--- src/design/gwpu_pkg.sv ---
// Package for the grey wolf position update block.
// Holds fixed-point widths, configuration codes, the job record and generator types.
// No dependencies.
package gwpu_pkg;

    localparam int POS_W  = 32;
    localparam int FRAC_W = 16;
    localparam int RAND_W = 16;
    localparam int A_W    = FRAC_W + 2;
    localparam int RNG_W  = 64;

    localparam logic [RNG_W-1:0] SEED_MIX_LOW  = 64'h0123456789ABCDEF;
    localparam logic [RNG_W-1:0] SEED_MIX_HIGH = 64'hFEDCBA9876543210;
    localparam logic [A_W-1:0]   A_RESET       = A_W'(1) << (FRAC_W + 1);

    localparam int CFG_W = 1;
    localparam logic [CFG_W-1:0] CFG_COEF_A = 1'b0;
    localparam logic [CFG_W-1:0] CFG_SEED   = 1'b1;

    localparam int N_LEAD = 3;
    localparam int LEAD_W = $clog2(N_LEAD);

    localparam int COEF_W = A_W + 2;
    localparam int PA_W   = A_W + 1 + RAND_W;
    localparam int PC_W   = POS_W + RAND_W + 2;
    localparam int CL_W   = PC_W - RAND_W;
    localparam int D_W    = CL_W + 1;
    localparam int PD_W   = COEF_W + D_W + 1;
    localparam int XT_W   = PD_W - FRAC_W;
    localparam int X_W    = XT_W + 1;
    localparam int SUM_W  = X_W + 2;

    localparam int DIV_BITS  = 8;
    localparam int DIV_STEPS = (SUM_W + DIV_BITS - 1) / DIV_BITS;
    localparam int DIV_W     = DIV_STEPS * DIV_BITS;
    localparam int DCNT_W    = $clog2(DIV_STEPS + 1);

    localparam int Q_DEPTH = 2;
    localparam int QPTR_W  = $clog2(Q_DEPTH);
    localparam int QCNT_W  = $clog2(Q_DEPTH + 1);

    typedef struct packed {
        logic [POS_W-1:0]                position;
        logic [N_LEAD-1:0][POS_W-1:0]    leader;
        logic [POS_W-1:0]                lower_bound;
        logic [POS_W-1:0]                upper_bound;
        logic [N_LEAD-1:0][RAND_W-1:0]   r1;
        logic [N_LEAD-1:0][RAND_W-1:0]   r2;
    } t_job;

    typedef struct packed {
        logic [RNG_W-1:0] low;
        logic [RNG_W-1:0] high;
    } t_rng;

    typedef struct packed {
        t_rng              state;
        logic [RAND_W-1:0] value;
    } t_draw;

endpackage

--- src/design/gwpu_front.sv ---
// Front end: accepts one coordinate beat, draws the six uniforms, hands a job to the queue.
// Owns the xorshift128+ generator state. Depends on gwpu_pkg.
module gwpu_front
    import gwpu_pkg::*;
(
    input  logic             i_clk,
    input  logic             i_rst_n,
    input  logic             i_in_valid,
    output logic             o_in_ready,
    input  logic [POS_W-1:0] i_position,
    input  logic [POS_W-1:0] i_alpha_position,
    input  logic [POS_W-1:0] i_beta_position,
    input  logic [POS_W-1:0] i_delta_position,
    input  logic [POS_W-1:0] i_lower_bound,
    input  logic [POS_W-1:0] i_upper_bound,
    input  logic             i_seed_we,
    input  logic [RNG_W-1:0] i_seed,
    output logic             o_job_valid,
    input  logic             i_job_ready,
    output t_job             o_job
);

    localparam logic [1:0] F_IDLE = 2'd0;
    localparam logic [1:0] F_DRAW = 2'd1;
    localparam logic [1:0] F_PUSH = 2'd2;

    function automatic t_draw draw(input t_rng s);
        logic [RNG_W-1:0] s1;
        logic [RNG_W-1:0] s0;
        logic [RNG_W-1:0] nh;
        t_draw            d;
        s1 = s.low;
        s0 = s.high;
        s1 = s1 ^ (s1 << 23);
        nh = s1 ^ s0 ^ (s1 >> 17) ^ (s0 >> 26);
        d.state.low  = s0;
        d.state.high = nh;
        d.value      = RAND_W'((nh + s0) >> (RNG_W - RAND_W));
        return d;
    endfunction

    logic [1:0]        r_state;
    logic [LEAD_W-1:0] r_k;
    t_rng              r_rng;
    t_job              r_job;
    t_draw             d1;
    t_draw             d2;

    always_comb begin
        d1 = draw(r_rng);
        d2 = draw(d1.state);
    end

    assign o_in_ready  = (r_state == F_IDLE);
    assign o_job_valid = (r_state == F_PUSH);
    assign o_job       = r_job;

    always_ff @(posedge i_clk) begin
        if (!i_rst_n) begin
            r_state    <= F_IDLE;
            r_k        <= '0;
            r_rng.low  <= SEED_MIX_LOW;
            r_rng.high <= SEED_MIX_HIGH;
        end else begin
            if (i_seed_we) begin
                r_rng.low  <= i_seed ^ SEED_MIX_LOW;
                r_rng.high <= i_seed ^ SEED_MIX_HIGH;
            end else if (r_state == F_DRAW) begin
                r_rng <= d2.state;
            end
            unique case (r_state)
                F_IDLE: begin
                    if (i_in_valid) begin
                        r_k     <= '0;
                        r_state <= F_DRAW;
                    end
                end
                F_DRAW: begin
                    if (r_k == LEAD_W'(N_LEAD - 1)) begin
                        r_state <= F_PUSH;
                    end else begin
                        r_k <= r_k + 1'b1;
                    end
                end
                F_PUSH: begin
                    if (i_job_ready) begin
                        r_state <= F_IDLE;
                    end
                end
                default: r_state <= F_IDLE;
            endcase
        end
    end

    always_ff @(posedge i_clk) begin
        if (r_state == F_IDLE && i_in_valid) begin
            r_job.position    <= i_position;
            r_job.leader[0]   <= i_alpha_position;
            r_job.leader[1]   <= i_beta_position;
            r_job.leader[2]   <= i_delta_position;
            r_job.lower_bound <= i_lower_bound;
            r_job.upper_bound <= i_upper_bound;
        end
        if (r_state == F_DRAW) begin
            r_job.r1[r_k] <= d1.value;
            r_job.r2[r_k] <= d2.value;
        end
    end

endmodule

--- config.mk ---
export PLATFORM = sky130hd
export DESIGN_NAME = gwpu_front
export DESIGN_NICKNAME = d
export VERILOG_FILES = /design/src/design/gwpu_pkg.sv /design/src/design/gwpu_front.sv
export SDC_FILE = /design/constraint.sdc
export NUM_CORES = 1
export LEC_CHECK = 0
export BUFFER_PORTS_ARGS = -buffer_cell sky130_fd_sc_hd__buf_2
export CAP_MARGIN = 20
export CORE_MARGIN = 5
export CORE_UTILIZATION = 41
export CTS_BUF_LIST = sky130_fd_sc_hd__clkbuf_4 sky130_fd_sc_hd__clkbuf_8 sky130_fd_sc_hd__clkbuf_16
export DETAILED_ROUTE_END_ITERATION = 7
export PLACE_DENSITY = 0.75
export SYNTH_ARGS = -nofsm -noshare
export SYNTH_HDL_FRONTEND = slang
export SYNTH_SLANG_ARGS = --single-unit
--- constraint.sdc ---
create_clock -name i_clk -period 6.4 [get_ports i_clk]
set_input_delay 0.64 -clock i_clk [delete_from_list [all_inputs] [get_ports i_clk]]
set_output_delay 0.64 -clock i_clk [all_outputs]
set_load 0.05 [all_outputs]
# After elaboration in Yosys (flattened, before gate mapping)

Index checks and enable logic that the tools add are counted.

Output and inout bits: 290
Input port bits: 261
Memory bits (writable): 0
Memory bits (read-only): 0
Logic and storage cells: 58
Bits in registers: 420
Memories: 0
Bits in latches: 0

Bitwise operators: 10
$lt $le $gt $ge: 2
Equality and inequality tests: 7
Multiplexer cells: 13
Shift-type cells: 0
$add $sub $neg: 3
Divide/modulo/power cells: 0
Multiply operators: 0
Reductions and logical operators: 7

Operators with widths:

| kind                                                                                 | count |
|---|---|
| 128-bit 2-to-1 mux                                                                   | 2 |
| 64-bit XOR                                                                           | 4 |
| 64-bit adder                                                                         | 2 |
| 64-bit by 38-bit XOR with 64-bit output                                              | 2 |
| 64-bit by 47-bit XOR with 64-bit output                                              | 2 |
| 48-bit bitwise mux                                                                   | 2 |
| 32-bit inverter                                                                      | 2 |
| 16-bit demux with 2-bit select                                                       | 1 |
| 16-bit 2-to-1 mux                                                                    | 1 |
| 2-bit 2-to-1 mux                                                                     | 5 |
| 2-bit case mux with 3 select lines                                                   | 1 |
| 3-bit AND reduction                                                                  | 2 |
| 2-bit == test (second input constant)                                                | 2 |
| 2-bit by 1-bit != test with 1-bit output (second input constant)                     | 2 |
| 2-bit != test (second input constant)                                                | 2 |
| 2-bit case mux with 2 select lines                                                   | 1 |
| 2-bit nonzero test                                                                   | 2 |
| 2-bit by 3-bit less-than comparator with 1-bit output (second input constant)        | 1 |
| 2-bit by 1-bit adder with 2-bit output (second input constant)                       | 1 |
| 2-bit by 1-bit == test with 1-bit output (second input constant)                     | 1 |
| 2-bit by 1-bit greater-or-equal comparator with 1-bit output (second input constant) | 1 |
| 1-bit logical AND                                                                    | 2 |
| 2-bit zero test                                                                      | 1 |

# Logic depth before layout (Yosys ltp)

Depth in word-level cells: 9
Gate-level depth with buffers: 19
Depth with buffers taken out: 17

# Least setup slack after synthesis

No wires, ideal clock.

Path kind: flip-flop to flip-flop
Start point: register r_state[1]
End point: register r_k[1]
Clock period less this slack: 6.400 ns
Data required time: 6.272 ns
Stages on the path, launching flop included: 6
Arrival: 6.273 ns
Setup time: 0.128 ns
Path slack: 0.000 ns
Buffers on the path: 0
Path through: dfxtp_1 -> nor2_1 -> and2_1 -> nor2_1 -> a22oi_1 -> nor2_1

Longest elaborated chain between the ends: 3
Elaborated cells on any way between the ends: 7
Classes of those cells: 3 x eq/ne; 1 x mux; 3 x reduce/logical

RTL lines:

| element                                                                     | line             | source |
|---|---|---|
| from (decl)                                                                 | gwpu_front.sv:42 | `logic [1:0] r_state;` |
| from (signal assigned)                                                      | gwpu_front.sv:60 | `r_state <= F_IDLE;` |
| from (signal assigned)                                                      | gwpu_front.sv:75 | `r_state <= F_DRAW;` |
| from (signal assigned)                                                      | gwpu_front.sv:80 | `r_state <= F_PUSH;` |
| 2-bit zero test *                                                           | --               |  |
| named net o_in_ready                                                        | gwpu_front.sv:9  | `output logic o_in_ready,` |
| 2-bit != test (no source line) / 2-bit nonzero test (equally long branches) | --               |  |
| 3-bit AND reduction (no source line)                                        | --               |  |
| to (signal assigned)                                                        | gwpu_front.sv:82 | `r_k <= r_k + 1'b1;` |
| to (decl)                                                                   | gwpu_front.sv:43 | `logic [LEAD_W-1:0] r_k;` |

Mark *: on every way through the listed nets, which the timed path passes. The rest lies on a longest branch.
A chain may end at the register's enable or synchronous reset.

==> flow_metrics.env <==
export IMPL_clk_pin_slew_worst_paths_ns=0.07
export IMPL_clock_skew_ns=0.02626
export IMPL_slew_headroom_pct=19.62
export IMPL_hold_buffers=0
export IMPL_critical_path_depth=14
export IMPL_vias=21530
export IMPL_maxCapViolCount=0
export IMPL_cts_num_sinks=420
export IMPL_synth_seq_cells=420
export IMPL_rrSetupSlack_ns=0.39
export IMPL_critPathLaunchType="register"
export IMPL_wl_met3_um=14530
export IMPL_syn2layout_area_growth_pct=22.41
export IMPL_coreArea_sq_um=56600
export IMPL_drt_iter0_markers=3195
export IMPL_worstPathRequired_ns=6.75
export IMPL_final_nets=3183
export IMPL_path_delay_family="XOR/XNOR gates"
export IMPL_drt_vias_per_instance=5.985
export IMPL_antenna_found_initial=25
export IMPL_rows=87
export IMPL_max_stage_delay_ns=0.77
export IMPL_worstPathArrival_ns=6.36
export IMPL_dieWidth_um=249.3
export IMPL_numCtsBuffers=47
export IMPL_period_share_pct=93.86
export IMPL_postRouteAntennaNets=0
export IMPL_ys_flop_type="edfxtp_1"
export IMPL_setup_tns_ns=0
export IMPL_clockBufferDepth=3
export IMPL_rsz0062_at_grt="false"
export IMPL_firstDrtPassIters=6
export IMPL_synth_cells=2268
export IMPL_drive_above_1_share_pct=25.05
export IMPL_grt_overflow_total=0
export IMPL_dp_hpwl_um=89970
export IMPL_met2_length_um=50390
export IMPL_min_delay_path_class="in2reg"
export IMPL_synth_nets=2655
export IMPL_dr_max_layer_used="met5"
export IMPL_cp_common_cell="xnor2_1"
export IMPL_clkLatencyLatePin_ns=0.61
export IMPL_routed_wl_um=112400
export IMPL_top_level_ports=551
export IMPL_worst_slew_pin_slew_ns=1.197
export IMPL_cts_tree="yes"
export IMPL_layout_min_cycle_time_ns=6.007
export IMPL_yosysWarningCount=0
export IMPL_gp_routability_congestion=1.109
export IMPL_leakage_nw=11.79
export IMPL_ir_drop_v=0.0002577
export IMPL_drc_errors=0
export IMPL_start_util_pct=41.47
export IMPL_clock_root_buffer="clkbuf_16"
export IMPL_grt_pass1_wl_um=152900
export IMPL_port_buffers=550
export IMPL_grt_max_degree=174
export IMPL_fmax_mhz=166.5
export IMPL_final_core_util_pct=50.77
export IMPL_critPathSlowestCell="xnor2_1"
export IMPL_wl_per_cell_um=31.26
export IMPL_synth_cell_types=85
export IMPL_ys_seq_area_share_pct=48.09
export IMPL_synth_area_sq_um=23480
export IMPL_powerDensity_nw_per_um2=517.0
export IMPL_holdPathStages=1
export IMPL_finalSetupViolations=0
export IMPL_cp_end_kind="register"
export IMPL_synth_edf_count=288
export IMPL_die_h_um=249.3
export IMPL_grt_pass1_vias=19650
export IMPL_crit_fanout=6
export IMPL_critPathKind="reg2reg"
export IMPL_grtUsageTotal_pct=34.12
export IMPL_crit_buf_inv=0
export IMPL_crit_chain="xnor2_1 -> xnor2_1 -> xnor2_1 -> xnor2_1 -> ha_1 -> o21a_1 -> a221oi_1 -> o2111ai_1 -> nor4_2 -> o211ai_2 -> nand2_4 -> o21bai_2 -> a32oi_1 -> xor2_1"
export IMPL_final_max_slew_viol_count=0
export IMPL_wl_met1_um=40670
export IMPL_hold_violations=0
export IMPL_r2r_cells=14
export IMPL_ys_async_sr_fraction_pct=0
export IMPL_htreeDepth=2
export IMPL_avgSynthCellArea_sq_um=10.35
export IMPL_status="finished clean"
export IMPL_cts_resized=0
export IMPL_die_area_sq_um=62150
export IMPL_post_cts_setup_buffer_count=0
worst reg2reg max path, cell delays in order, from the launching register on:
cell,delay [ns]
dfxtp_1,0.39
xnor2_1,0.77
xnor2_1,0.21
xnor2_1,0.77
xnor2_1,0.29
ha_1,0.45
o21a_1,0.15
a221oi_1,0.45
o2111ai_1,0.38
nor4_2,0.76
o211ai_2,0.20
nand2_4,0.16
o21bai_2,0.09
a32oi_1,0.25
xor2_1,0.42
final cells by class:
type	instances	area (sq um)
clock buffers	53	1234
diodes	7	17.52
clock inverters	34	411.6
well taps	756	945.9
inverters	58	217.7
repair buffers	588	3053
multi-input cells	1681	11570
flip-flops and latches	420	11290
fillers	5240	27870
sequential cells by signal, indices dropped and copies added, names as in the netlist:
name     cells
d1          64
r_k          2
r_rng       64
o_job      288
r_state      2
power by group:
group	switching, W	internal [W]
Combinational	0.00548	0.00293
Sequential	0.000252	0.00328
Clock	0.00125	0.00166
placed cells by master (no fill, tap or decap), types with 51 or more instances in the layout:
master,n
dfxtp_1,132
inv_1,51
buf_2,549
o21ai_0,89
xor2_1,71
a21oi_1,160
ha_1,126
xnor2_1,285
nand2_1,243
nor2_1,190
edfxtp_1,288
synth_stat cells (12+ instances only):
master / number / area (sq um)
nand4_1: 20 / 125.1
o21a_1: 12 / 90.09
a31oi_1: 17 / 106.4
nor3_1: 23 / 115.1
and2_1: 16 / 100.1
clkbuf_1: 98 / 367.9
nor2_1: 190 / 713.2
xor2_1: 71 / 621.9
and3_1: 17 / 106.4
a21o_1: 50 / 375.4
inv_1: 52 / 195.2
a311oi_1: 18 / 157.7
ha_1: 126 / 1577
nand2b_1: 15 / 93.84
nand3_1: 43 / 215.2
a211oi_1: 25 / 187.7
a21oi_1: 160 / 800.8
nor2b_1: 18 / 112.6
o21bai_1: 12 / 90.09
nand2_1: 243 / 912.1
mux2i_1: 21 / 210.2
edfxtp_1: 288 / 8648
o21ai_0: 89 / 445.4
dfxtp_1: 132 / 2643
or3_1: 28 / 175.2
xnor2_1: 285 / 2496
o211ai_1: 43 / 322.8
o21ai_1: 14 / 70.07
path summary, 6_finish.rpt:
check,start,end
worst max-delay path,r_rng[103]$_SDFFE_PN0P_,o_job[10]$_DFFE_PP_
worst min-delay path,i_delta_position[27],o_job[251]$_DFFE_PP_
worst max register to register,r_rng[103]$_SDFFE_PN0P_,o_job[10]$_DFFE_PP_
worst min register to register,r_k[1]$_SDFFE_PN0P_,r_k[1]$_SDFFE_PN0P_
cell families (layout without fill, tap and decap cells):
logic type	Yosys count	in the layout	synth area share, %
flops	420	420	48.09
mux	28	28	1.231
compound gates	514	514	14.22
xor+xnor	371	371	14.69
fa+ha+maj	126	126	6.715
buf+inv	167	733	2.707
other cells	0	7	0
simple gates	642	642	12.34
metal layers:
| metal | GRT usage (%) | up-vias |
|---|---|---|
| met2 | 53.55 | 1549 |
| li1 | - | 9222 |
| met1 | 42.37 | 10400 |
| met3 | 11.92 | 329 |
| met4 | 16.01 | 34 |
| met5 | 0 | - |
stage by stage:
step	std cells	hold WS [ns]	worst slack, ns	total power (W)	cell area (sq um)
2_1_floorplan	2268	0.4716	2.205	0.009068	23480
3_3_place_gp	3502	0.4972	0.6031	0.01177	27070
3_5_place_dp	3503	0.5186	0.7643	0.01163	27070
4_1_cts	3590	0.1660	0.6989	0.01458	28720
5_1_grt	3590	0.1830	0.4211	0.01543	28720
6_report	3597	0.2018	0.3928	0.01486	28740
(Power assumes the default switching activity.)
