==> src/design/gwpu_pkg.sv <==
// Package for the grey wolf position update block.
// Holds fixed-point widths, configuration codes, the job record and generator types.
// No dependencies.
package gwpu_pkg;

    localparam int POS_W  = 32;
    localparam int FRAC_W = 16;
    localparam int RAND_W = 16;
    localparam int A_W    = FRAC_W + 2;
    localparam int RNG_W  = 64;

    localparam logic [RNG_W-1:0] SEED_MIX_LOW  = 64'h0123456789ABCDEF;
    localparam logic [RNG_W-1:0] SEED_MIX_HIGH = 64'hFEDCBA9876543210;
    localparam logic [A_W-1:0]   A_RESET       = A_W'(1) << (FRAC_W + 1);

    localparam int CFG_W = 1;
    localparam logic [CFG_W-1:0] CFG_COEF_A = 1'b0;
    localparam logic [CFG_W-1:0] CFG_SEED   = 1'b1;

    localparam int N_LEAD = 3;
    localparam int LEAD_W = $clog2(N_LEAD);

    localparam int COEF_W = A_W + 2;
    localparam int PA_W   = A_W + 1 + RAND_W;
    localparam int PC_W   = POS_W + RAND_W + 2;
    localparam int CL_W   = PC_W - RAND_W;
    localparam int D_W    = CL_W + 1;
    localparam int PD_W   = COEF_W + D_W + 1;
    localparam int XT_W   = PD_W - FRAC_W;
    localparam int X_W    = XT_W + 1;
    localparam int SUM_W  = X_W + 2;

    localparam int DIV_BITS  = 8;
    localparam int DIV_STEPS = (SUM_W + DIV_BITS - 1) / DIV_BITS;
    localparam int DIV_W     = DIV_STEPS * DIV_BITS;
    localparam int DCNT_W    = $clog2(DIV_STEPS + 1);

    localparam int Q_DEPTH = 2;
    localparam int QPTR_W  = $clog2(Q_DEPTH);
    localparam int QCNT_W  = $clog2(Q_DEPTH + 1);

    typedef struct packed {
        logic [POS_W-1:0]                position;
        logic [N_LEAD-1:0][POS_W-1:0]    leader;
        logic [POS_W-1:0]                lower_bound;
        logic [POS_W-1:0]                upper_bound;
        logic [N_LEAD-1:0][RAND_W-1:0]   r1;
        logic [N_LEAD-1:0][RAND_W-1:0]   r2;
    } t_job;

    typedef struct packed {
        logic [RNG_W-1:0] low;
        logic [RNG_W-1:0] high;
    } t_rng;

    typedef struct packed {
        t_rng              state;
        logic [RAND_W-1:0] value;
    } t_draw;

endpackage

==> src/design/gwpu_back.sv <==
// Back end: per-leader pull arithmetic on shared multipliers, divide by three,
// saturate and clamp, output register. Depends on gwpu_pkg.
module gwpu_back
    import gwpu_pkg::*;
(
    input  logic             i_clk,
    input  logic             i_rst_n,
    input  logic [A_W-1:0]   i_coef_a,
    input  logic             i_job_valid,
    output logic             o_job_ready,
    input  t_job             i_job,
    output logic             o_out_valid,
    input  logic             i_out_ready,
    output logic [POS_W-1:0] o_new_position
);

    localparam logic [2:0] S_IDLE = 3'd0;
    localparam logic [2:0] S_MUL1 = 3'd1;
    localparam logic [2:0] S_DIST = 3'd2;
    localparam logic [2:0] S_MUL2 = 3'd3;
    localparam logic [2:0] S_PREP = 3'd4;
    localparam logic [2:0] S_DIV  = 3'd5;
    localparam logic [2:0] S_DONE = 3'd6;

    logic [2:0]               r_state;
    logic [LEAD_W-1:0]        r_k;
    logic [DCNT_W-1:0]        r_cnt;
    t_job                     r_job;
    logic signed [COEF_W-1:0] r_coef;
    logic signed [CL_W-1:0]   r_cl;
    logic [D_W-1:0]           r_dist;
    logic signed [SUM_W-1:0]  r_sum;
    logic                     r_neg;
    logic [DIV_W-1:0]         r_mag;
    logic [1:0]               r_rem;
    logic                     r_out_valid;
    logic [POS_W-1:0]         r_out_data;

    logic signed [POS_W-1:0]  lead;
    logic [RAND_W-1:0]        r1;
    logic [RAND_W-1:0]        r2;
    logic [PA_W-1:0]          prod_a;
    logic signed [COEF_W-1:0] coef_a;
    logic signed [RAND_W+1:0] c_op;
    logic signed [PC_W-1:0]   prod_c;
    logic signed [D_W-1:0]    diff;
    logic [D_W-1:0]           dist_mag;
    logic signed [PD_W-1:0]   prod_d;
    logic signed [XT_W-1:0]   pull;
    logic signed [X_W-1:0]    x_val;
    logic signed [SUM_W-1:0]  n_sum;
    logic [SUM_W-1:0]         sum_mag;
    logic [1:0]               rem;
    logic [2:0]               trial;
    logic [DIV_BITS-1:0]      dbits;
    logic [DIV_BITS-1:0]      qbits;
    logic [DIV_W-1:0]         n_mag;
    logic [SUM_W-1:0]         quo;
    logic signed [SUM_W:0]    sq;
    logic signed [SUM_W:0]    sat_hi;
    logic signed [SUM_W:0]    sat_lo;
    logic signed [POS_W-1:0]  sat;
    logic signed [POS_W-1:0]  result;
    logic                     load_out;

    always_comb begin
        lead     = $signed(r_job.leader[r_k]);
        r1       = r_job.r1[r_k];
        r2       = r_job.r2[r_k];
        prod_a   = PA_W'({i_coef_a, 1'b0}) * PA_W'(r1);
        coef_a   = $signed({1'b0, prod_a[PA_W-1:RAND_W]}) - $signed({2'b00, i_coef_a});
        c_op     = $signed({1'b0, r2, 1'b0});
        prod_c   = PC_W'(lead) * PC_W'(c_op);
        diff     = D_W'(r_cl) - D_W'($signed(r_job.position));
        dist_mag = diff[D_W-1] ? D_W'(-diff) : D_W'(diff);
        prod_d   = PD_W'(r_coef) * PD_W'($signed({1'b0, r_dist}));
        pull     = prod_d[PD_W-1:FRAC_W];
        x_val    = X_W'(lead) - X_W'(pull);
        n_sum    = r_sum + SUM_W'(x_val);
        sum_mag  = r_sum[SUM_W-1] ? SUM_W'(-r_sum) : SUM_W'(r_sum);
    end

    always_comb begin
        rem   = r_rem;
        dbits = r_mag[DIV_W-1 -: DIV_BITS];
        qbits = '0;
        trial = '0;
        for (int i = DIV_BITS - 1; i >= 0; i--) begin
            trial = {rem, dbits[i]};
            if (trial >= 3'd3) begin
                qbits[i] = 1'b1;
                rem      = 2'(trial - 3'd3);
            end else begin
                qbits[i] = 1'b0;
                rem      = trial[1:0];
            end
        end
        n_mag = {r_mag[DIV_W-DIV_BITS-1:0], qbits};
    end

    always_comb begin
        quo    = r_mag[SUM_W-1:0];
        sq     = r_neg ? -$signed({1'b0, quo}) : $signed({1'b0, quo});
        sat_hi = (SUM_W + 1)'($signed({1'b0, {(POS_W - 1){1'b1}}}));
        sat_lo = (SUM_W + 1)'($signed({1'b1, {(POS_W - 1){1'b0}}}));
        priority if (sq > sat_hi) begin
            sat = sat_hi[POS_W-1:0];
        end else if (sq < sat_lo) begin
            sat = sat_lo[POS_W-1:0];
        end else begin
            sat = sq[POS_W-1:0];
        end
        priority if (sat < $signed(r_job.lower_bound)) begin
            result = $signed(r_job.lower_bound);
        end else if (sat > $signed(r_job.upper_bound)) begin
            result = $signed(r_job.upper_bound);
        end else begin
            result = sat;
        end
    end

    assign load_out       = (r_state == S_DONE) && (!r_out_valid || i_out_ready);
    assign o_job_ready    = (r_state == S_IDLE);
    assign o_out_valid    = r_out_valid;
    assign o_new_position = r_out_data;

    always_ff @(posedge i_clk) begin
        if (!i_rst_n) begin
            r_state     <= S_IDLE;
            r_k         <= '0;
            r_cnt       <= '0;
            r_out_valid <= 1'b0;
        end else begin
            if (load_out) begin
                r_out_valid <= 1'b1;
            end else if (i_out_ready) begin
                r_out_valid <= 1'b0;
            end
            unique case (r_state)
                S_IDLE: begin
                    if (i_job_valid) begin
                        r_k     <= '0;
                        r_state <= S_MUL1;
                    end
                end
                S_MUL1: r_state <= S_DIST;
                S_DIST: r_state <= S_MUL2;
                S_MUL2: begin
                    if (r_k == LEAD_W'(N_LEAD - 1)) begin
                        r_state <= S_PREP;
                    end else begin
                        r_k     <= r_k + 1'b1;
                        r_state <= S_MUL1;
                    end
                end
                S_PREP: begin
                    r_cnt   <= '0;
                    r_state <= S_DIV;
                end
                S_DIV: begin
                    r_cnt <= r_cnt + 1'b1;
                    if (r_cnt == DCNT_W'(DIV_STEPS - 1)) begin
                        r_state <= S_DONE;
                    end
                end
                S_DONE: begin
                    if (load_out) begin
                        r_state <= S_IDLE;
                    end
                end
                default: r_state <= S_IDLE;
            endcase
        end
    end

    always_ff @(posedge i_clk) begin
        if (r_state == S_IDLE && i_job_valid) begin
            r_job <= i_job;
            r_sum <= '0;
        end
        if (r_state == S_MUL1) begin
            r_coef <= coef_a;
            r_cl   <= prod_c[PC_W-1:RAND_W];
        end
        if (r_state == S_DIST) begin
            r_dist <= dist_mag;
        end
        if (r_state == S_MUL2) begin
            r_sum <= n_sum;
        end
        if (r_state == S_PREP) begin
            r_neg <= r_sum[SUM_W-1];
            r_mag <= DIV_W'(sum_mag);
            r_rem <= '0;
        end
        if (r_state == S_DIV) begin
            r_mag <= n_mag;
            r_rem <= rem;
        end
        if (load_out) begin
            r_out_data <= result;
        end
    end

    a_lead_range: assert property (@(posedge i_clk) disable iff (!i_rst_n)
        r_k <= LEAD_W'(N_LEAD - 1))
        else $error("leader index out of range");

    a_div_count: assert property (@(posedge i_clk) disable iff (!i_rst_n)
        (r_state == S_DIV) |-> (r_cnt < DCNT_W'(DIV_STEPS)))
        else $error("divide step count overrun");

    a_div_rem: assert property (@(posedge i_clk) disable iff (!i_rst_n)
        (r_state == S_DIV) |-> (r_rem != 2'd3))
        else $error("divide remainder not below three");

    a_out_load: assert property (@(posedge i_clk) disable iff (!i_rst_n)
        load_out |=> (r_out_valid && r_state == S_IDLE))
        else $error("result not presented after load");

endmodule

==> config.mk <==
export PLATFORM = sky130hd
export DESIGN_NAME = gwpu_back
export DESIGN_NICKNAME = d
export VERILOG_FILES = /design/src/design/gwpu_pkg.sv /design/src/design/gwpu_back.sv
export SDC_FILE = /design/constraint.sdc
export NUM_CORES = 2
export LEC_CHECK = 0
export ABC_AREA = 1
export BUFFER_PORTS_ARGS = -buffer_cell sky130_fd_sc_hd__buf_2
export CELL_PAD_IN_SITES_DETAIL_PLACEMENT = 1
export CELL_PAD_IN_SITES_GLOBAL_PLACEMENT = 2
export CORE_MARGIN = 4
export CORE_UTILIZATION = 44
export CTS_BUF_LIST = sky130_fd_sc_hd__clkbuf_8
export CTS_CLUSTER_SIZE = 20
export DETAILED_ROUTE_END_ITERATION = 8
export PLACE_DENSITY = 0.95
export RECOVER_POWER = 25
export SLEW_MARGIN = 20
export SYNTH_ARGS = -nofsm -noshare
export SYNTH_HDL_FRONTEND = slang
export SYNTH_SLANG_ARGS = --single-unit
==> constraint.sdc <==
create_clock -name i_clk -period 37.3 [get_ports i_clk]
set_input_delay 5.595 -clock i_clk [delete_from_list [all_inputs] [get_ports i_clk]]
set_output_delay 5.595 -clock i_clk [all_outputs]
set_load 0.02 [all_outputs]
Yosys cells after proc, flatten, opt, wreduce, memory -nomap -nowiden

Cells that the tools add are included.

Register bits after elaboration: 512
Input port bits: 310
Output and inout bits: 34
Logic and storage cells: 127

$add $sub $neg: 17
Multipliers: 3
Magnitude comparators: 13
Equality and inequality tests: 12
Mux-type cells: 46
Reduce and logical (&&, ||, !) cells: 11

Operators with widths:

| operator               | number |
|---|---|
| $mux W32               | 5 |
| $mux W43               | 3 |
| $mux W48               | 2 |
| $bmux W16 S2           | 2 |
| $bmux W32 S2           | 1 |
| $mul A20 B36 Y56       | 1 |
| $mul A32 B17 Y49       | 1 |
| $gt A44 B32 Y1 const B | 1 |
| $lt A44 B32 Y1 const B | 1 |
| $mux W44               | 1 |
| $neg A43 Y44           | 1 |
| $add A43 B41 Y43       | 1 |
| $neg A43 Y43           | 1 |
| $sub A32 B40 Y41       | 1 |
| $neg A35 Y35           | 1 |
| $sub A34 B32 Y35       | 1 |
| $mul A18 B16 Y34       | 1 |
| $mux W34               | 1 |
| $gt A32 B32 Y1         | 1 |
| $lt A32 B32 Y1         | 1 |
| $mux W16               | 2 |
| $ge A3 B2 Y1 const B   | 8 |
| $mux W2                | 12 |
| $pmux W3 S7            | 1 |
| 20 further kinds       | 51 |

Depth between registers and ports, before layout

Word-level depth: 17
Depth in mapped cells: 49
Depth with buffers taken out: 47

Worst setup path before layout

OpenSTA, ideal clock, no wires.

Kind: input to register
Start point: in i_job_valid
End point: reg r_job[0] (netlist bit) (enable)
Library setup time: 0.942 ns
Data arrival time: 17.459 ns
Required time: 36.358 ns
Setup slack: 18.899 ns
Stages on the path: 2
Buffers on the path: 0
Cell sequence: inv_1 -> nor2_1

Word-level cells in the longest chain between the ends: 1

Ends and longest elaborated chain:

| item                 | RTL line         | RTL |
|---|---|---|
| start, declared      | gwpu_back.sv:9   | `input logic i_job_valid,` |
| $logic_and A1 B1 Y1  | gwpu_back.sv:177 | `if (r_state == S_IDLE && i_job_valid) begin` |
| end signal, assigned | gwpu_back.sv:178 | `r_job <= i_job;` |
| end, declared        | gwpu_back.sv:28  | `t_job r_job;` |

Every way passes these cells.
A chain may end at the register's enable or synchronous reset.

Worst setup path after layout

Start point: in i_coef_a[9]
End point: reg r_coef[18] (data pin)

Word-level cells in the longest chain between the ends: 2

Ends and longest elaborated chain:

| item                 | RTL line         | RTL |
|---|---|---|
| start, declared      | gwpu_back.sv:8   | `input logic [A_W-1:0] i_coef_a,` |
| $mul A18 B16 Y34     | gwpu_back.sv:70  | `prod_a = PA_W'({i_coef_a, 1'b0}) * PA_W'(r1);` |
| $sub A19 B18 Y20 *   | gwpu_back.sv:71  | `coef_a = $signed({1'b0, prod_a[PA_W-1:RAND_W]}) - $signed({2'b00, i_coef_a});` |
| named net coef_a[18] | gwpu_back.sv:43  | `logic signed [COEF_W-1:0] coef_a;` |
| end signal, assigned | gwpu_back.sv:182 | `r_coef <= coef_a;` |
| end, declared        | gwpu_back.sv:29  | `logic signed [COEF_W-1:0] r_coef;` |

The timed path passes the listed nets; every way through them passes the cells marked *.

==> metrics.cfg <==
[setup_path]
setup.worst_path.end_class = flip-flop
timing.critical_path.required_ns = 37.88
startpoint_type = input port
cp_max_fo = 14
worst-setup-path-type = in -> reg
max_stage_delay_ns = 0.53
worst_ep_arrival_time_ns = 13.15
crit_slowest_cell = fa_1

[timing]
worst_tran_pin_value_ns = 3.37
max_freq_ghz = 0.0796
fin_worst_hold_slack_ns = 0.520
period_minus_slack_ns = 12.57
slew_headroom_pct = -124
fin_tns_setup_ns = 0
number_of_max_slew_violations_in_the_final_report = 224
timing.final.crit_share_pct = 33.7
hold_violations = 0
clock-skew-final_ns = 0.0752
timing.final.setup_violations = 0
grt_setup_unrepaired = no

[outcome]
violated_checks = capacitance limit, slew limit
result_of_the_run = complete, but fails checks

[clock_network]
cts.reportedPaths.clkPinSlew_ns = 0.06
clk_latency_ns = 0.86
cts_h_tree_depth = 3
cts.sink_count = 512
postCtsHoldBufs = 0
max-clock-path-buffers = 3
tritoncts = done
cts_buffers = 94
post_cts.repair.setup_buffers = 0
cts_resized = 0
cts.root.buffer_cell = clkbuf_8

[finish]
utilization_pct = 48.0
final_nets = 11800
synthToLayoutAreaGrowth_pct = 8.13
final_layout_size_suffix_gt1_share_pct = 7.47
finish.cell_count_without_fillers = 12000

[die]
ioPinCount = 344
fp.dieW_um = 433
die_area_um2 = 187000
start_util_pct = 44.4
core-area_um2 = 179000
chipHeight_um = 433
placement_rows = 155

[global_routing]
groute.usage.overall_pct = 28.1
first_global_vias = 72800
first_pass_grt_wire_length_mm = 407
largest_net_degree_at_the_start_of_global_routing = 88
antenna_found_initial = 22
gr-total-overflow = 0

[logic_synthesis]
ys.flop_type = edfxtp_1
syn_avg_cell_area_um2 = 8.46
yosys.area.top_type = fa_1
synth_edf_count = 503
synth_seq_cells = 512
yosys.area.top_type_share_pct = 33.9
synth.top_cells.by_count = 2,394 x inv_1, 2,155 x nand2_1, 1,342 x fa_1
syn-cell-area_um2 = 79300
post_synth_main_area_contributors = fa_1 34%, edfxtp_1 19%, inv_1 11%
post-synth-top-count-cell = inv_1
synth_cell_types = 64
yosys_warnings = 0
yosysSeqAreaShare_pct = 19.3
syn-num-nets = 11600
synthesis.instances = 9371
async_flop_share_pct = 0

[routing]
dr.first_iter.drc_count = 3420
wl_mm = 260
ant_nets = 0
route.detailed.wl_per_inst_um = 21.6
route.vias.total = 63600
post_drt_via_cell_ratio = 5.29
route.detailed.drc = 0
drt_pass1_iterations = 5

[job]
drv_cap = 4

[worst_hold_path]
holdCritPathClass = reg -> reg

[placed_design]
placedCellCount = 11800
routabilityCongestion = 0.892
io_buffer_count = 343
detailedPlacementHpwl_mm = 207

-- flip-flops by register name (all words and copies together) (netlist names), 2 cells and up --
signal,flops
o_new_position,32
r_cl,34
r_cnt,3
r_coef,20
r_dist,35
r_job,288
r_k,2
r_mag,48
r_rem,2
r_state,3
r_sum,43
-- cell usage in the layout (no fill, tap or decap), drive strengths merged, types with 4 or more instances in the layout --
master,instances
dfxtp,9
clkbuf,101
nor4,17
a32oi,12
o21ai,353
nor3,49
a31oi,50
o31ai,11
a211oi,14
a21oi,343
nand4,45
a21o,17
fa,1342
or2,51
nand3b,6
o311ai,4
o21a,40
clkinv,31
o2111ai,4
buf,456
nor2,500
xnor2,97
o221ai,8
xor2,156
nand2,2164
inv,2430
ha,590
o21bai,13
o211ai,15
bufinv,9
edfxtp,503
a221oi,9
diode,6
a21boi,8
nand3,177
-- worst max-delay path, delay by kind of cell --
kind | cells | cell delay [ns]
buf+inv | 7 | 0.71
fa+ha+maj | 8 | 3.68
simple gates | 13 | 1.37
compound gates | 8 | 1.52
xor+xnor | 2 | 0.24
-- metrics by stage --
step | cell area (um2) | setup slack, ns
3_5_place_dp | 83800 | 23.86
2_1_floorplan | 79300 | 18.90
3_3_place_gp | 83700 | 24.06
5_1_grt | 85700 | 24.18
6_report | 85800 | 24.73
4_1_cts | 85700 | 24.80
-- area by class of cell --
class / count / area [um2]
fillers: 21500 / 93100
diodes: 6 / 15.0
flip-flops and latches: 512 / 15300
clock buffers: 94 / 1290
repair buffers: 463 / 2610
inverters: 2400 / 9010
well taps: 2355 / 2950
multi-input cells: 6119 / 53900
clock inverters: 71 / 659
-- kinds of logic after synthesis --
family / after synthesis / synth area share (%)
AO/OA/AOI/OAI: 915 / 6.51
XOR/XNOR: 253 / 2.79
adder cells (fa/ha/maj): 1932 / 43.2
buffers and inverters: 2740 / 13.0
flip-flops: 512 / 19.3
multiplexers: 1 / 0.0126
AND/OR/NAND/NOR: 3018 / 15.2
-- final timing paths --
| kind | end | slack (ns) | cells past startpoint | start |
|---|---|---|---|---|
| worst min register to register | r_cnt[0]$_SDFFE_PN0N_ | 0.52 | 1 | r_cnt[0]$_SDFFE_PN0N_ |
| worst max register to register | r_coef[18]$_DFFE_PP_ | 26.64 | 41 | r_k[0]$_SDFFE_PN0P_ |
| worst min-delay path | r_cnt[0]$_SDFFE_PN0N_ | 0.52 | 1 | r_cnt[0]$_SDFFE_PN0N_ |
| worst max-delay path | r_coef[18]$_DFFE_PP_ | 24.73 | 38 | i_coef_a[9] |
-- per-layer routing --
metal  part of all wire (%)  vias to the layer above  global-route usage [%]
li1                       -                    28500                       -
met1                     40                    32800                    34.2
met2                     51                     1693                    51.0
met3                    5.0                      545                    3.74
met4                    3.9                       20                    10.0
met5                  0.054                        -                       0
Power is not shown: default switching activity piles up to over one toggle a cycle in this logic, so the estimate is an artifact.
