===== src/design/gwpu_pkg.sv =====
// Package for the grey wolf position update block.
// Holds fixed-point widths, configuration codes, the job record and generator types.
// No dependencies.
package gwpu_pkg;

    localparam int POS_W  = 32;
    localparam int FRAC_W = 16;
    localparam int RAND_W = 16;
    localparam int A_W    = FRAC_W + 2;
    localparam int RNG_W  = 64;

    localparam logic [RNG_W-1:0] SEED_MIX_LOW  = 64'h0123456789ABCDEF;
    localparam logic [RNG_W-1:0] SEED_MIX_HIGH = 64'hFEDCBA9876543210;
    localparam logic [A_W-1:0]   A_RESET       = A_W'(1) << (FRAC_W + 1);

    localparam int CFG_W = 1;
    localparam logic [CFG_W-1:0] CFG_COEF_A = 1'b0;
    localparam logic [CFG_W-1:0] CFG_SEED   = 1'b1;

    localparam int N_LEAD = 3;
    localparam int LEAD_W = $clog2(N_LEAD);

    localparam int COEF_W = A_W + 2;
    localparam int PA_W   = A_W + 1 + RAND_W;
    localparam int PC_W   = POS_W + RAND_W + 2;
    localparam int CL_W   = PC_W - RAND_W;
    localparam int D_W    = CL_W + 1;
    localparam int PD_W   = COEF_W + D_W + 1;
    localparam int XT_W   = PD_W - FRAC_W;
    localparam int X_W    = XT_W + 1;
    localparam int SUM_W  = X_W + 2;

    localparam int DIV_BITS  = 8;
    localparam int DIV_STEPS = (SUM_W + DIV_BITS - 1) / DIV_BITS;
    localparam int DIV_W     = DIV_STEPS * DIV_BITS;
    localparam int DCNT_W    = $clog2(DIV_STEPS + 1);

    localparam int Q_DEPTH = 2;
    localparam int QPTR_W  = $clog2(Q_DEPTH);
    localparam int QCNT_W  = $clog2(Q_DEPTH + 1);

    typedef struct packed {
        logic [POS_W-1:0]                position;
        logic [N_LEAD-1:0][POS_W-1:0]    leader;
        logic [POS_W-1:0]                lower_bound;
        logic [POS_W-1:0]                upper_bound;
        logic [N_LEAD-1:0][RAND_W-1:0]   r1;
        logic [N_LEAD-1:0][RAND_W-1:0]   r2;
    } t_job;

    typedef struct packed {
        logic [RNG_W-1:0] low;
        logic [RNG_W-1:0] high;
    } t_rng;

    typedef struct packed {
        t_rng              state;
        logic [RAND_W-1:0] value;
    } t_draw;

endpackage


===== src/design/gwpu_queue.sv =====
// Two-entry job queue between the front end and the arithmetic back end.
// Depends on gwpu_pkg.
module gwpu_queue
    import gwpu_pkg::*;
(
    input  logic i_clk,
    input  logic i_rst_n,
    input  logic i_push_valid,
    output logic o_push_ready,
    input  t_job i_push_data,
    output logic o_pop_valid,
    input  logic i_pop_ready,
    output t_job o_pop_data
);

    t_job              r_mem [Q_DEPTH];
    logic [QPTR_W-1:0] r_wr_ptr;
    logic [QPTR_W-1:0] r_rd_ptr;
    logic [QCNT_W-1:0] r_count;
    logic              push;
    logic              pop;

    assign o_push_ready = (r_count != QCNT_W'(Q_DEPTH));
    assign o_pop_valid  = (r_count != '0);
    assign o_pop_data   = r_mem[r_rd_ptr];
    assign push         = i_push_valid && o_push_ready;
    assign pop          = o_pop_valid && i_pop_ready;

    always_ff @(posedge i_clk) begin
        if (push) begin
            r_mem[r_wr_ptr] <= i_push_data;
        end
    end

    always_ff @(posedge i_clk) begin
        if (!i_rst_n) begin
            r_wr_ptr <= '0;
            r_rd_ptr <= '0;
            r_count  <= '0;
        end else begin
            if (push) begin
                r_wr_ptr <= (r_wr_ptr == QPTR_W'(Q_DEPTH - 1)) ? '0 : r_wr_ptr + 1'b1;
            end
            if (pop) begin
                r_rd_ptr <= (r_rd_ptr == QPTR_W'(Q_DEPTH - 1)) ? '0 : r_rd_ptr + 1'b1;
            end
            if (push && !pop) begin
                r_count <= r_count + 1'b1;
            end else if (pop && !push) begin
                r_count <= r_count - 1'b1;
            end
        end
    end

    a_count_bound: assert property (@(posedge i_clk) disable iff (!i_rst_n)
        r_count <= QCNT_W'(Q_DEPTH))
        else $error("queue count above depth");

endmodule


===== config.mk =====
export PLATFORM = sky130hd
export DESIGN_NAME = gwpu_queue
export DESIGN_NICKNAME = d
export VERILOG_FILES = /design/src/design/gwpu_pkg.sv /design/src/design/gwpu_queue.sv
export SDC_FILE = /design/constraint.sdc
export NUM_CORES = 1
export LEC_CHECK = 0
export BUFFER_PORTS_ARGS = -buffer_cell sky130_fd_sc_hd__buf_2
export CORE_AREA = 4 4 222 224
export CTS_BUF_LIST = sky130_fd_sc_hd__clkbuf_8
export DETAILED_ROUTE_END_ITERATION = 12
export DIE_AREA = 0 0 226 228
export PLACE_DENSITY = 0.7
export SLEW_MARGIN = 10
export SYNTH_ARGS = -nofsm -noshare
export SYNTH_HDL_FRONTEND = slang
export SYNTH_SLANG_ARGS = --single-unit

===== constraint.sdc =====
create_clock -name i_clk -period 25.9 [get_ports i_clk]
set_input_delay 3.885 -clock i_clk [delete_from_list [all_inputs] [get_ports i_clk]]
set_output_delay 3.885 -clock i_clk [all_outputs]
set_load 0.01 [all_outputs]

Word level (Yosys, flattened, before mapping) --
Memories as Yosys holds them, arrays and structs flattened. A register that Yosys moved wholly into a read port is not among the register bits. Cells that the tools add are included.
Storage, ports and cells: register bits 4, RAM bits 576, bits of input ports 292, logic and storage cells 25, memories 1
Memories:
- r_mem | depth 2, width 288, rd ports 1, clocked after Yosys merged registers in 1, wr ports 1, line gwpu_queue.sv:16 | t_job r_mem [Q_DEPTH];
Cells by class: add/subtract/negate cells 4, equal/unequal tests 1, muxes and demuxes 8, reductions and logical operators 8
Operator list (number):
- 2-to-1 mux 1 bit | 6
- logical AND 1 bit | 4
- 2-to-1 mux 2 bit | 2
- nonzero test 2 bit | 2
- adder 1 bit, second input constant | 2
- adder 2 x 1 -> 2 bit, second input constant | 1
- zero test 1 bit | 2
- inequality test 2 bit, second input constant | 1
- subtractor 2 x 1 -> 2 bit, second input constant | 1

Depth between registers and ports, before layout --
Gate-level depths: netlist of the first run.
depth in word-level cells 6, depth in mapped cells 6, mapped depth without buffers 6

Worst setup path after synthesis of the first run --
Ideal clock, no wire load.
path kind input to register, start input i_push_valid, end memory r_mem[1][0] in the netlist's numbering, enable pin, library setup time 0.688 ns, data arrival time 10.487 ns, required time 25.212 ns, setup slack 14.725 ns, stages on the path 1, path buffers 0, cell sequence and3_1
Between the ends: cells in the longest elaborated chain, start to end 3
RTL lines:
- from (decl) | line gwpu_queue.sv:8 | input logic i_push_valid,
- logical AND 1 bit | line gwpu_queue.sv:26 | assign push = i_push_valid && o_push_ready;
- 2-to-1 mux 1 bit | line gwpu_queue.sv:30 | if (push) begin
- 2-to-1 mux 1 bit (implied by the code) | line gwpu_queue.sv:31 | r_mem[r_wr_ptr] <= i_push_data;
- to (decl) | line gwpu_queue.sv:16
No other way between the ends.

==> impl_metrics.tcl, run 1 <==
set metrics [dict create \
    drive_above_1_share_pct 60.48 \
    synth-edff-count 576 \
    crit_required_ns 22.01 \
    yosysTopAreaCell "edfxtp_1" \
    grt_pass1_wl_um 69990 \
    syn_avg_cell_area_um2 23.75 \
    finalClockSkew_ns 0.02729 \
    fin_area_um2 26950 \
    syn2layout_area_growth_pct 23.31 \
    grt_usage_pct 18.06 \
    hold_path.class "register to register" \
    antenna_found_initial 18 \
    layout_worst_path_cycle_share_pct 30.63 \
    path_clk_slew_ns 0.05 \
    placed_cell_area_um2 25300 \
    coreArea_um2 47350 \
    syn_inst 920 \
    crit_top_cell "buf_4" \
    synth-seq-cells 581 \
    io_pins 582 \
    regArea_um2 17400 \
    critPathMaxStageDelay_ns 1.10 \
    avgViaCountPerCell 4.828 \
    fin_nets 1862 \
    clk_path_buf_depth 3 \
    synth_cell_types 20 \
    pwr-share-seq_pct 47.5 \
    path_class "register to output port" \
    synthArstFlopShare_pct 0 \
    yosysTopAreaCellShare_pct 79.15 \
    relSlewSlack_pct 24.69 \
    netSwitchingPower_uw 718.1 \
    wirelength_um 48300 \
    start_util_pct 46.15 \
    multi_input_area_um2 4134 \
    dp_hpwl_um 33350 \
    clock.fmax_mhz 126.0 \
    cts_tree "done" \
    setup_viol 0 \
    ys.warnings.count 0 \
    postRouteAntennaNets 0 \
    critPathLaunchType "register" \
    drt-pass1-iter-count 5 \
    cp_cell_sequence "buf_4, buf_4, mux2_4, buf_2" \
    place_congestion 0.8284 \
    post_cts_resized 0 \
    syn-cell-area_um2 21850 \
    peakVddDrop_mv 0.06101 \
    drt_iter0_drc 638 \
    grt_overflow 0 \
    tightest_slew_ns 1.130 \
    synth_fp_nets 1213 \
    die_area_um2 51530 \
    root_buffer "clkbuf_8" \
    cts_setup_buffers 0 \
    placementRows 80 \
    seq_area_frac_synth_pct 79.61 \
    clkPwrFrac_pct 26.4 \
    synth_commonest_cells "edfxtp_1 (576), mux2_4 (201), mux2_2 (87)" \
    cap_violations 0 \
    cts_sinks 581 \
    wl_per_cell_um 21.35 \
    finalHoldViolCount 0 \
    fill_cells 3601 \
    rsz0062_at_grt "no" \
    insertion_delay_ns 0.64 \
    crit_fanout 73 \
    outcome "finished, final reports clean" \
    io_buffers 581 \
    sw_frac_of_total_pct 27.87 \
    cts_buffers 91 \
    drc 0 \
    p_leak_nw 10.52 \
    netlist_top_cells_area "edfxtp_1 (79%), mux2_4 (14%), mux2_2 (4.5%)" \
    combPwrFrac_pct 26.1 \
    internal_power_mw 1.859 \
    tns_ns 0 \
    holdBufCountCts 0 \
    grt_pass1_vias 11629 \
    crit_slowest_cell "dfxtp_4" \
    ys.flop_type "edfxtp_1" \
    power_density_nw_per_um2 95.63 \
    vias 10922 \
    grt_max_degree 154 \
    synth_most_common_cell "edfxtp_1" \
    maxSlewViolCount 0 \
    die_x_um 226 \
    setup.worst_path.end_class "output port" \
    dieHeight_um 228 \
    fin_crit_ns 7.933 \
    h-tree-depth 3 \
    crit_arrival_ns 4.05 \
]
[power by group through the flow]
| stage | Combinational (mW) | Clock, mW | Sequential (mW) |
|---|---|---|---|
| after detailed placement | 0.682 | 0 | 1.24 |
| after global routing | 0.715 | 0.755 | 1.23 |
| final | 0.672 | 0.681 | 1.22 |
| after global placement | 0.676 | 0 | 1.24 |
| after CTS | 0.684 | 0.707 | 1.22 |
| after floorplan | 0.466 | 0 | 1.25 |
[metal layers]
| layer | up-vias | track usage [%] | wire length (um) |
|---|---|---|---|
| li1 | 5013 | - | - |
| met1 | 5309 | 20.32 | 17730 |
| met2 | 499 | 30.16 | 23750 |
| met3 | 85 | 8.228 | 5433 |
| met4 | 16 | 6.853 | 1272 |
| met5 | - | 0 | 116 |
[sequential cells by signal, summed over array words and instances (netlist names), named ones only]
name / count
r_rd_ptr: 1
r_mem: 576
r_count: 2
r_wr_ptr: 1
[stage by stage]
step	cells	setup WS [ns]	power (mW)	hold slack, ns	utilization (%)
2_1_floorplan	920	14.73	1.717	0.4859	-
5_1_grt	2255	17.72	2.704	0.6131	56.88
4_1_cts	2252	17.85	2.616	0.5604	56.86
6_report	2262	17.97	2.577	0.5645	56.91
3_3_place_gp	2091	18.68	1.914	0.4984	53.44
3_5_place_dp	2091	18.59	1.925	0.5495	53.44
[cell type report]
class | instances | share of cell area [%]
Clock inverter | 66 | 1.161
Inverter | 1 | 0.04179
Sequential cell | 581 | 64.58
Tap cell | 615 | 2.856
Multi-Input combinational cell | 306 | 15.34
Clock buffer | 95 | 4.852
Antenna cell | 10 | 0.09287
Timing Repair Buffer | 588 | 11.08
[worst max-delay path, delay by kind of cell (launching register included)]
kind                   cells  cell delay [ns]
buffers and inverters      3             1.83
multiplexers               1             0.36
flip-flops                 1             1.10
[worst paths after layout]
kind	from	endpoint	slack (ns)	cells past startpoint
hold / removal	r_count[1]$_SDFFE_PN0P_	r_count[1]$_SDFFE_PN0P_	0.56	2
hold reg to reg	r_count[1]$_SDFFE_PN0P_	r_count[1]$_SDFFE_PN0P_	0.56	2
setup reg to reg	r_count[0]$_SDFFE_PN0P_	r_mem[0][129]$_DFFE_PP_	22.82	4
setup / recovery	register	o_pop_data[139]	17.97	4
[kinds of logic after synthesis]
| family | after synthesis | share of synthesized area (%) |
|---|---|---|
| flops | 581 | 79.61 |
| mux | 288 | 18.29 |
| buf+inv | 33 | 1.494 |
| simple gates | 9 | 0.2635 |
| compound gates | 5 | 0.1603 |
| xor+xnor | 3 | 0.1203 |
| fa+ha+maj | 1 | 0.05725 |
[placed cells by master (no fill, tap or decap), types with 2 or more instances in the layout]
cell type,n
mux2_4,201
inv_1,37
clkinvlp_4,2
clkinv_4,2
inv_8,2
a21boi_0,2
xnor2_1,2
mux2_2,87
buf_12,2
and2_1,4
buf_2,581
clkinv_1,15
clkbuf_8,95
buf_4,5
edfxtp_1,576
dfxtp_1,4
diode_2,10
clkinv_2,7
Note: power is estimated with default switching activity, not from simulation.
==> run 2: changes to the inputs <==
- CORE_AREA: 4 4 222 224 -> 4 4 223 225
- DIE_AREA: 0 0 226 228 -> 0 0 227 229
- PLACE_DENSITY: 0.7 -> 0.73
- clock period: 25.9 -> 6.5 ns (I/O delays scaled with it)
==> impl_metrics.tcl, run 2 (synthesis results as in run 1) <==
set metrics [dict create \
    crit_family "flip-flops" \
    clkPwrFrac_pct 27.0 \
    postRouteAntennaNets 0 \
    internal_power_mw 7.485 \
    placementRows 80 \
    start_util_pct 45.96 \
    power_density_nw_per_um2 383.0 \
    r2r-end "r_mem[1][219]$_DFFE_PP_" \
    relSlewSlack_pct 38.06 \
    setup_slack_ns 2.593 \
    regArea_um2 17400 \
    grt_pass1_wl_um 68670 \
    fin_nets 1864 \
    p_leak_nw 10.54 \
    antenna_found_initial 23 \
    drt-pass1-iter-count 5 \
    pwr-share-seq_pct 46.9 \
    crit_required_ns 5.52 \
    endpoint "o_pop_data[168]" \
    top_register "r_mem" \
    wirelength_um 47800 \
    place_congestion 0.8230 \
    crit_arrival_ns 2.93 \
    critPathLaunchType "register" \
    root_buffer "clkbuf_8" \
    path_class "register to output port" \
    cts_setup_buffers 0 \
    finalHoldViolCount 0 \
    largest_reg_flops 576 \
    layout_commonest_cell "buf_2" \
    fin_crit_ns 3.907 \
    setup.worst_path.end_class "output port" \
    pre_cts_slack_ns 3.266 \
    clk_path_buf_depth 3 \
    multi_input_area_um2 4134 \
    sw_frac_of_total_pct 27.75 \
    dp_hpwl_um 33040 \
    h-tree-depth 3 \
    die_area_um2 51980 \
    grt_pass1_vias 11728 \
    critPathBufInv 2 \
    grt_usage_pct 17.59 \
    maxSlewViolCount 0 \
    post_cts_resized 0 \
    fill_cells 3597 \
    path_clk_slew_ns 0.06 \
    outcome "finished, final reports clean" \
    cap_violations 0 \
    tns_ns 0 \
    hold_path.class "input port to register" \
    setup_viol 0 \
    rr_worst_depth 3 \
    wl_per_cell_um 21.07 \
    cp.depth 3 \
    reg2reg_from "r_count[0]$_SDFFE_PN0P_" \
    insertion_delay_ns 0.67 \
    syn2layout_area_growth_pct 23.79 \
    coreArea_um2 47550 \
    die_x_um 227 \
    clock.fmax_mhz 255.9 \
    tightest_slew_ns 0.9292 \
    mostFrequentLayoutCells "buf_2 (581), edfxtp_1 (576), mux2_4 (201), clkbuf_8 (95), mux2_2 (87)" \
    cts_tree "done" \
    crit_slowest_cell "dfxtp_4" \
    dieHeight_um 229 \
    holdBufCountCts 0 \
    drive_above_1_share_pct 60.26 \
    critPathMaxStageDelay_ns 0.92 \
    peakVddDrop_mv 0.3301 \
    crit_fanout 55 \
    drt_iter0_drc 651 \
    cp_cell_sequence "buf_4, mux2_4, buf_2" \
    grt_max_degree 145 \
    grt_overflow 0 \
    io_pins 582 \
    drc 0 \
    reg_top3 "r_mem (576), r_count (2)" \
    vias 10995 \
    cts_buffers 91 \
    layout_worst_path_cycle_share_pct 60.11 \
    r2r_slack_ns 3.82 \
    finalClockSkew_ns 0.02172 \
    netSwitchingPower_mw 2.874 \
    io_buffers 581 \
    combPwrFrac_pct 26.1 \
    avgViaCountPerCell 4.848 \
    rsz0062_at_grt "no" \
    cts_sinks 581 \
]
-- run 2: final cells by class --
type,count,share of cell area (%)
clock inverter,70,1.364
inverter,1,0.02775
clock buffer,95,4.833
tap,615,2.845
multi-input combinational,306,15.28
timing repair buffer,590,11.23
antenna,10,0.09251
sequential,581,64.32
-- run 2: metrics by stage --
step	std cells	total power [mW]	hold WS, ns	util (%)	area (um2)
after CTS	2258	10.50	0.4147	56.84	27030
final	2268	10.36	0.4897	56.89	27050
after global placement	2093	7.625	0.5042	53.32	25350
after detailed placement	2093	7.672	0.5382	53.32	25350
after global routing	2266	10.86	0.4282	56.88	27050
after floorplan	920	6.777	0.4859	-	21860
-- run 2: routing by layer --
| layer | vias to the layer above | part of all wire (%) | track usage, % |
|---|---|---|---|
| met3 | 109 | 10 | 7.619 |
| met4 | 22 | 3.3 | 7.073 |
| met5 | - | 0.34 | 0 |
| met2 | 481 | 50 | 29.79 |
| met1 | 5370 | 36 | 19.52 |
| li1 | 5013 | - | - |
-- run 2: power groups by stage --
| stage | clock [mW] | combinational, mW | sequential (mW) |
|---|---|---|---|
| floorplan | 0 | 1.86 | 4.92 |
| global placement | 0 | 2.72 | 4.91 |
| detailed placement | 0 | 2.74 | 4.94 |
| CTS | 2.90 | 2.75 | 4.86 |
| global route | 3.09 | 2.87 | 4.89 |
| finish | 2.80 | 2.71 | 4.85 |
-- run 2: worst min path at each step --
| stage | startpoint | to | slack, ns | depth (start not counted) |
|---|---|---|---|---|
| after CTS | i_push_data[215] | r_mem[0][215]$_DFFE_PP_ | 0.41 | 1 |
| after floorplan | r_count[1]$_SDFFE_PN0P_ | r_count[1]$_SDFFE_PN0P_ | 0.49 | 2 |
| after global placement | r_count[1]$_SDFFE_PN0P_ | r_count[1]$_SDFFE_PN0P_ | 0.50 | 2 |
| after global routing | i_push_data[72] | r_mem[0][72]$_DFFE_PP_ | 0.43 | 1 |
| after detailed placement | r_count[1]$_SDFFE_PN0P_ | r_count[1]$_SDFFE_PN0P_ | 0.54 | 2 |
| final | i_push_data[16] | r_mem[0][16]$_DFFE_PP_ | 0.49 | 1 |
-- run 2: worst reg2reg max path: cells and delay by family (launching register included) --
kind,cells,cell delay (ns)
flops,1,0.41
buf+inv,1,0.65
simple gates,2,0.98
==> run 3: changes to the inputs <==
- clock period: 6.5 -> 3.5 ns (I/O delays scaled with it)
==> impl_metrics.tcl, run 3 (synthesis results as in run 1) <==
set metrics [dict create \
    pre_cts_slack_ns 1.245 \
    vias 12217 \
    drt_iter0_drc 689 \
    place_congestion 0.7913 \
    finalClockSkew_ns 0.02328 \
    placementRows 80 \
    h-tree-depth 3 \
    dieHeight_um 229 \
    peakVddDrop_mv 0.4932 \
    antenna_found_initial 7 \
    crit_fanout 33 \
    layout_worst_path_cycle_share_pct 83.49 \
    io_pins 582 \
    placed_cell_area_um2 25560 \
    rsz0062_at_grt "no" \
    drc 0 \
    coreArea_um2 47550 \
    grt_pass1_wl_um 78180 \
    avgViaCountPerCell 4.858 \
    reg_top3 "r_mem (576), r_count (2)" \
    cts_sinks 581 \
    crit_required_ns 2.97 \
    internal_power_mw 14.02 \
    grt_usage_pct 19.87 \
    insertion_delay_ns 0.66 \
    drive_above_1_share_pct 53.16 \
    maxSlewViolCount 0 \
    clkPwrFrac_pct 26.1 \
    setup_slack_ns 0.5780 \
    power_density_nw_per_um2 661.6 \
    mostFrequentLayoutCells "buf_2 (581), edfxtp_1 (576), dlygate4sd3_1 (240), mux2_4 (201), clkbuf_8 (93)" \
    wirelength_um 53580 \
    clock.fmax_mhz 342.2 \
    grt_pass1_vias 13271 \
    top_register "r_mem" \
    cts_tree "done" \
    finalHoldViolCount 0 \
    path_class "register to output port" \
    clk_path_buf_depth 3 \
    root_buffer "clkbuf_8" \
    dp_hpwl_um 34470 \
    holdBufCountCts 237 \
    setup_viol 0 \
    grt_max_degree 114 \
    path_clk_slew_ns 0.07 \
    p_leak_nw 11.63 \
    largest_reg_flops 576 \
    fin_nets 2123 \
    outcome "finished, final reports clean" \
    pwr-share-seq_pct 45.8 \
    syn2layout_area_growth_pct 35.38 \
    wl_per_cell_um 21.30 \
    tightest_slew_ns 0.7318 \
    cap_violations 0 \
    setup.worst_path.end_class "output port" \
    cts_setup_buffers 0 \
    relSlewSlack_pct 51.21 \
    die_area_um2 51980 \
    postRouteAntennaNets 0 \
    start_util_pct 45.96 \
    io_buffers 581 \
    fin_crit_ns 2.922 \
    fin_area_um2 29580 \
    crit_arrival_ns 2.40 \
    hold_path.class "input port to register" \
    post_cts_resized 0 \
    cts_buffers 91 \
    drt-pass1-iter-count 4 \
    combPwrFrac_pct 28.1 \
    r2r_slack_ns 1.36 \
    critPathLaunchType "register" \
    sw_frac_of_total_pct 28.38 \
    netSwitchingPower_mw 5.554 \
    grt_overflow 0 \
    die_x_um 227 \
    layout_commonest_cell "buf_2" \
]
[run 3: cell types whose count changed in the layout (fill, tap and decap cells not counted)]
cell,change
diode_2,-6
buf_4,+14
nand2b_1,-1
dlygate4sd3_1,+240
buf_12,+5
nand2b_4,+1
clkinv_1,-4
clkinv_2,+1
bufinv_16,-1
clkbuf_8,-2
[run 3: path summary, 6_finish.rpt]
path,start,end,cells after the start
worst max register to register,r_count[0]$_SDFFE_PN0P_,r_mem[1][283]$_DFFE_PP_,3
worst min register to register,r_rd_ptr$_SDFFE_PN0P_,r_rd_ptr$_SDFFE_PN0P_,2
worst max-delay path,register,o_pop_data[26],3
worst min-delay path,i_push_data[209],r_mem[1][209]$_DFFE_PP_,1
[run 3: metal layers]
metal	GRT usage [%]	part of all wire [%]	vias up
li1	-	-	5514
met1	22.21	37	6012
met2	35.04	51	582
met3	7.466	9.4	105
met4	6.543	2.7	4
met5	0	0.049	-
[run 3: final cells by class]
type | count | area (um2)
clock buffers | 93 | 1280
repair buffers | 849 | 5645
well taps | 615 | 769.5
fillers | 3192 | 17960
inverters | 1 | 7.507
flip-flops and latches | 581 | 17400
diodes | 4 | 10.01
multi-input cells | 306 | 4141
clock inverters | 66 | 329.1
[run 3: worst max-delay path: stages (launching register included)]
cell and delay, ns:
dfxtp_4 0.59, buf_4 0.59, mux2_2 0.41, buf_2 0.14
[run 3: power groups by stage]
stage / Sequential, mW / Clock [mW] / Combinational, mW
6_report: 8.96 / 5.12 / 5.50
5_1_grt: 9.02 / 5.63 / 5.82
4_1_cts: 8.94 / 5.24 / 5.51
3_5_place_dp: 9.08 / 0 / 5.28
3_3_place_gp: 9.03 / 0 / 5.24
2_1_floorplan: 9.11 / 0 / 3.46
[run 3: stage by stage]
stage | utilization [%] | power [mW] | instances | hold WS, ns | TNS (ns)
6_report | 62.22 | 19.57 | 2515 | 0.06879 | 0
5_1_grt | 62.22 | 20.47 | 2514 | 0.0002777 | 0
4_1_cts | 62.14 | 19.70 | 2508 | 0.00002232 | 0
3_5_place_dp | 53.76 | 14.36 | 2112 | 0.5766 | 0
3_3_place_gp | 53.76 | 14.27 | 2112 | 0.5353 | 0
2_1_floorplan | - | 12.57 | 920 | 0.5197 | -533.41
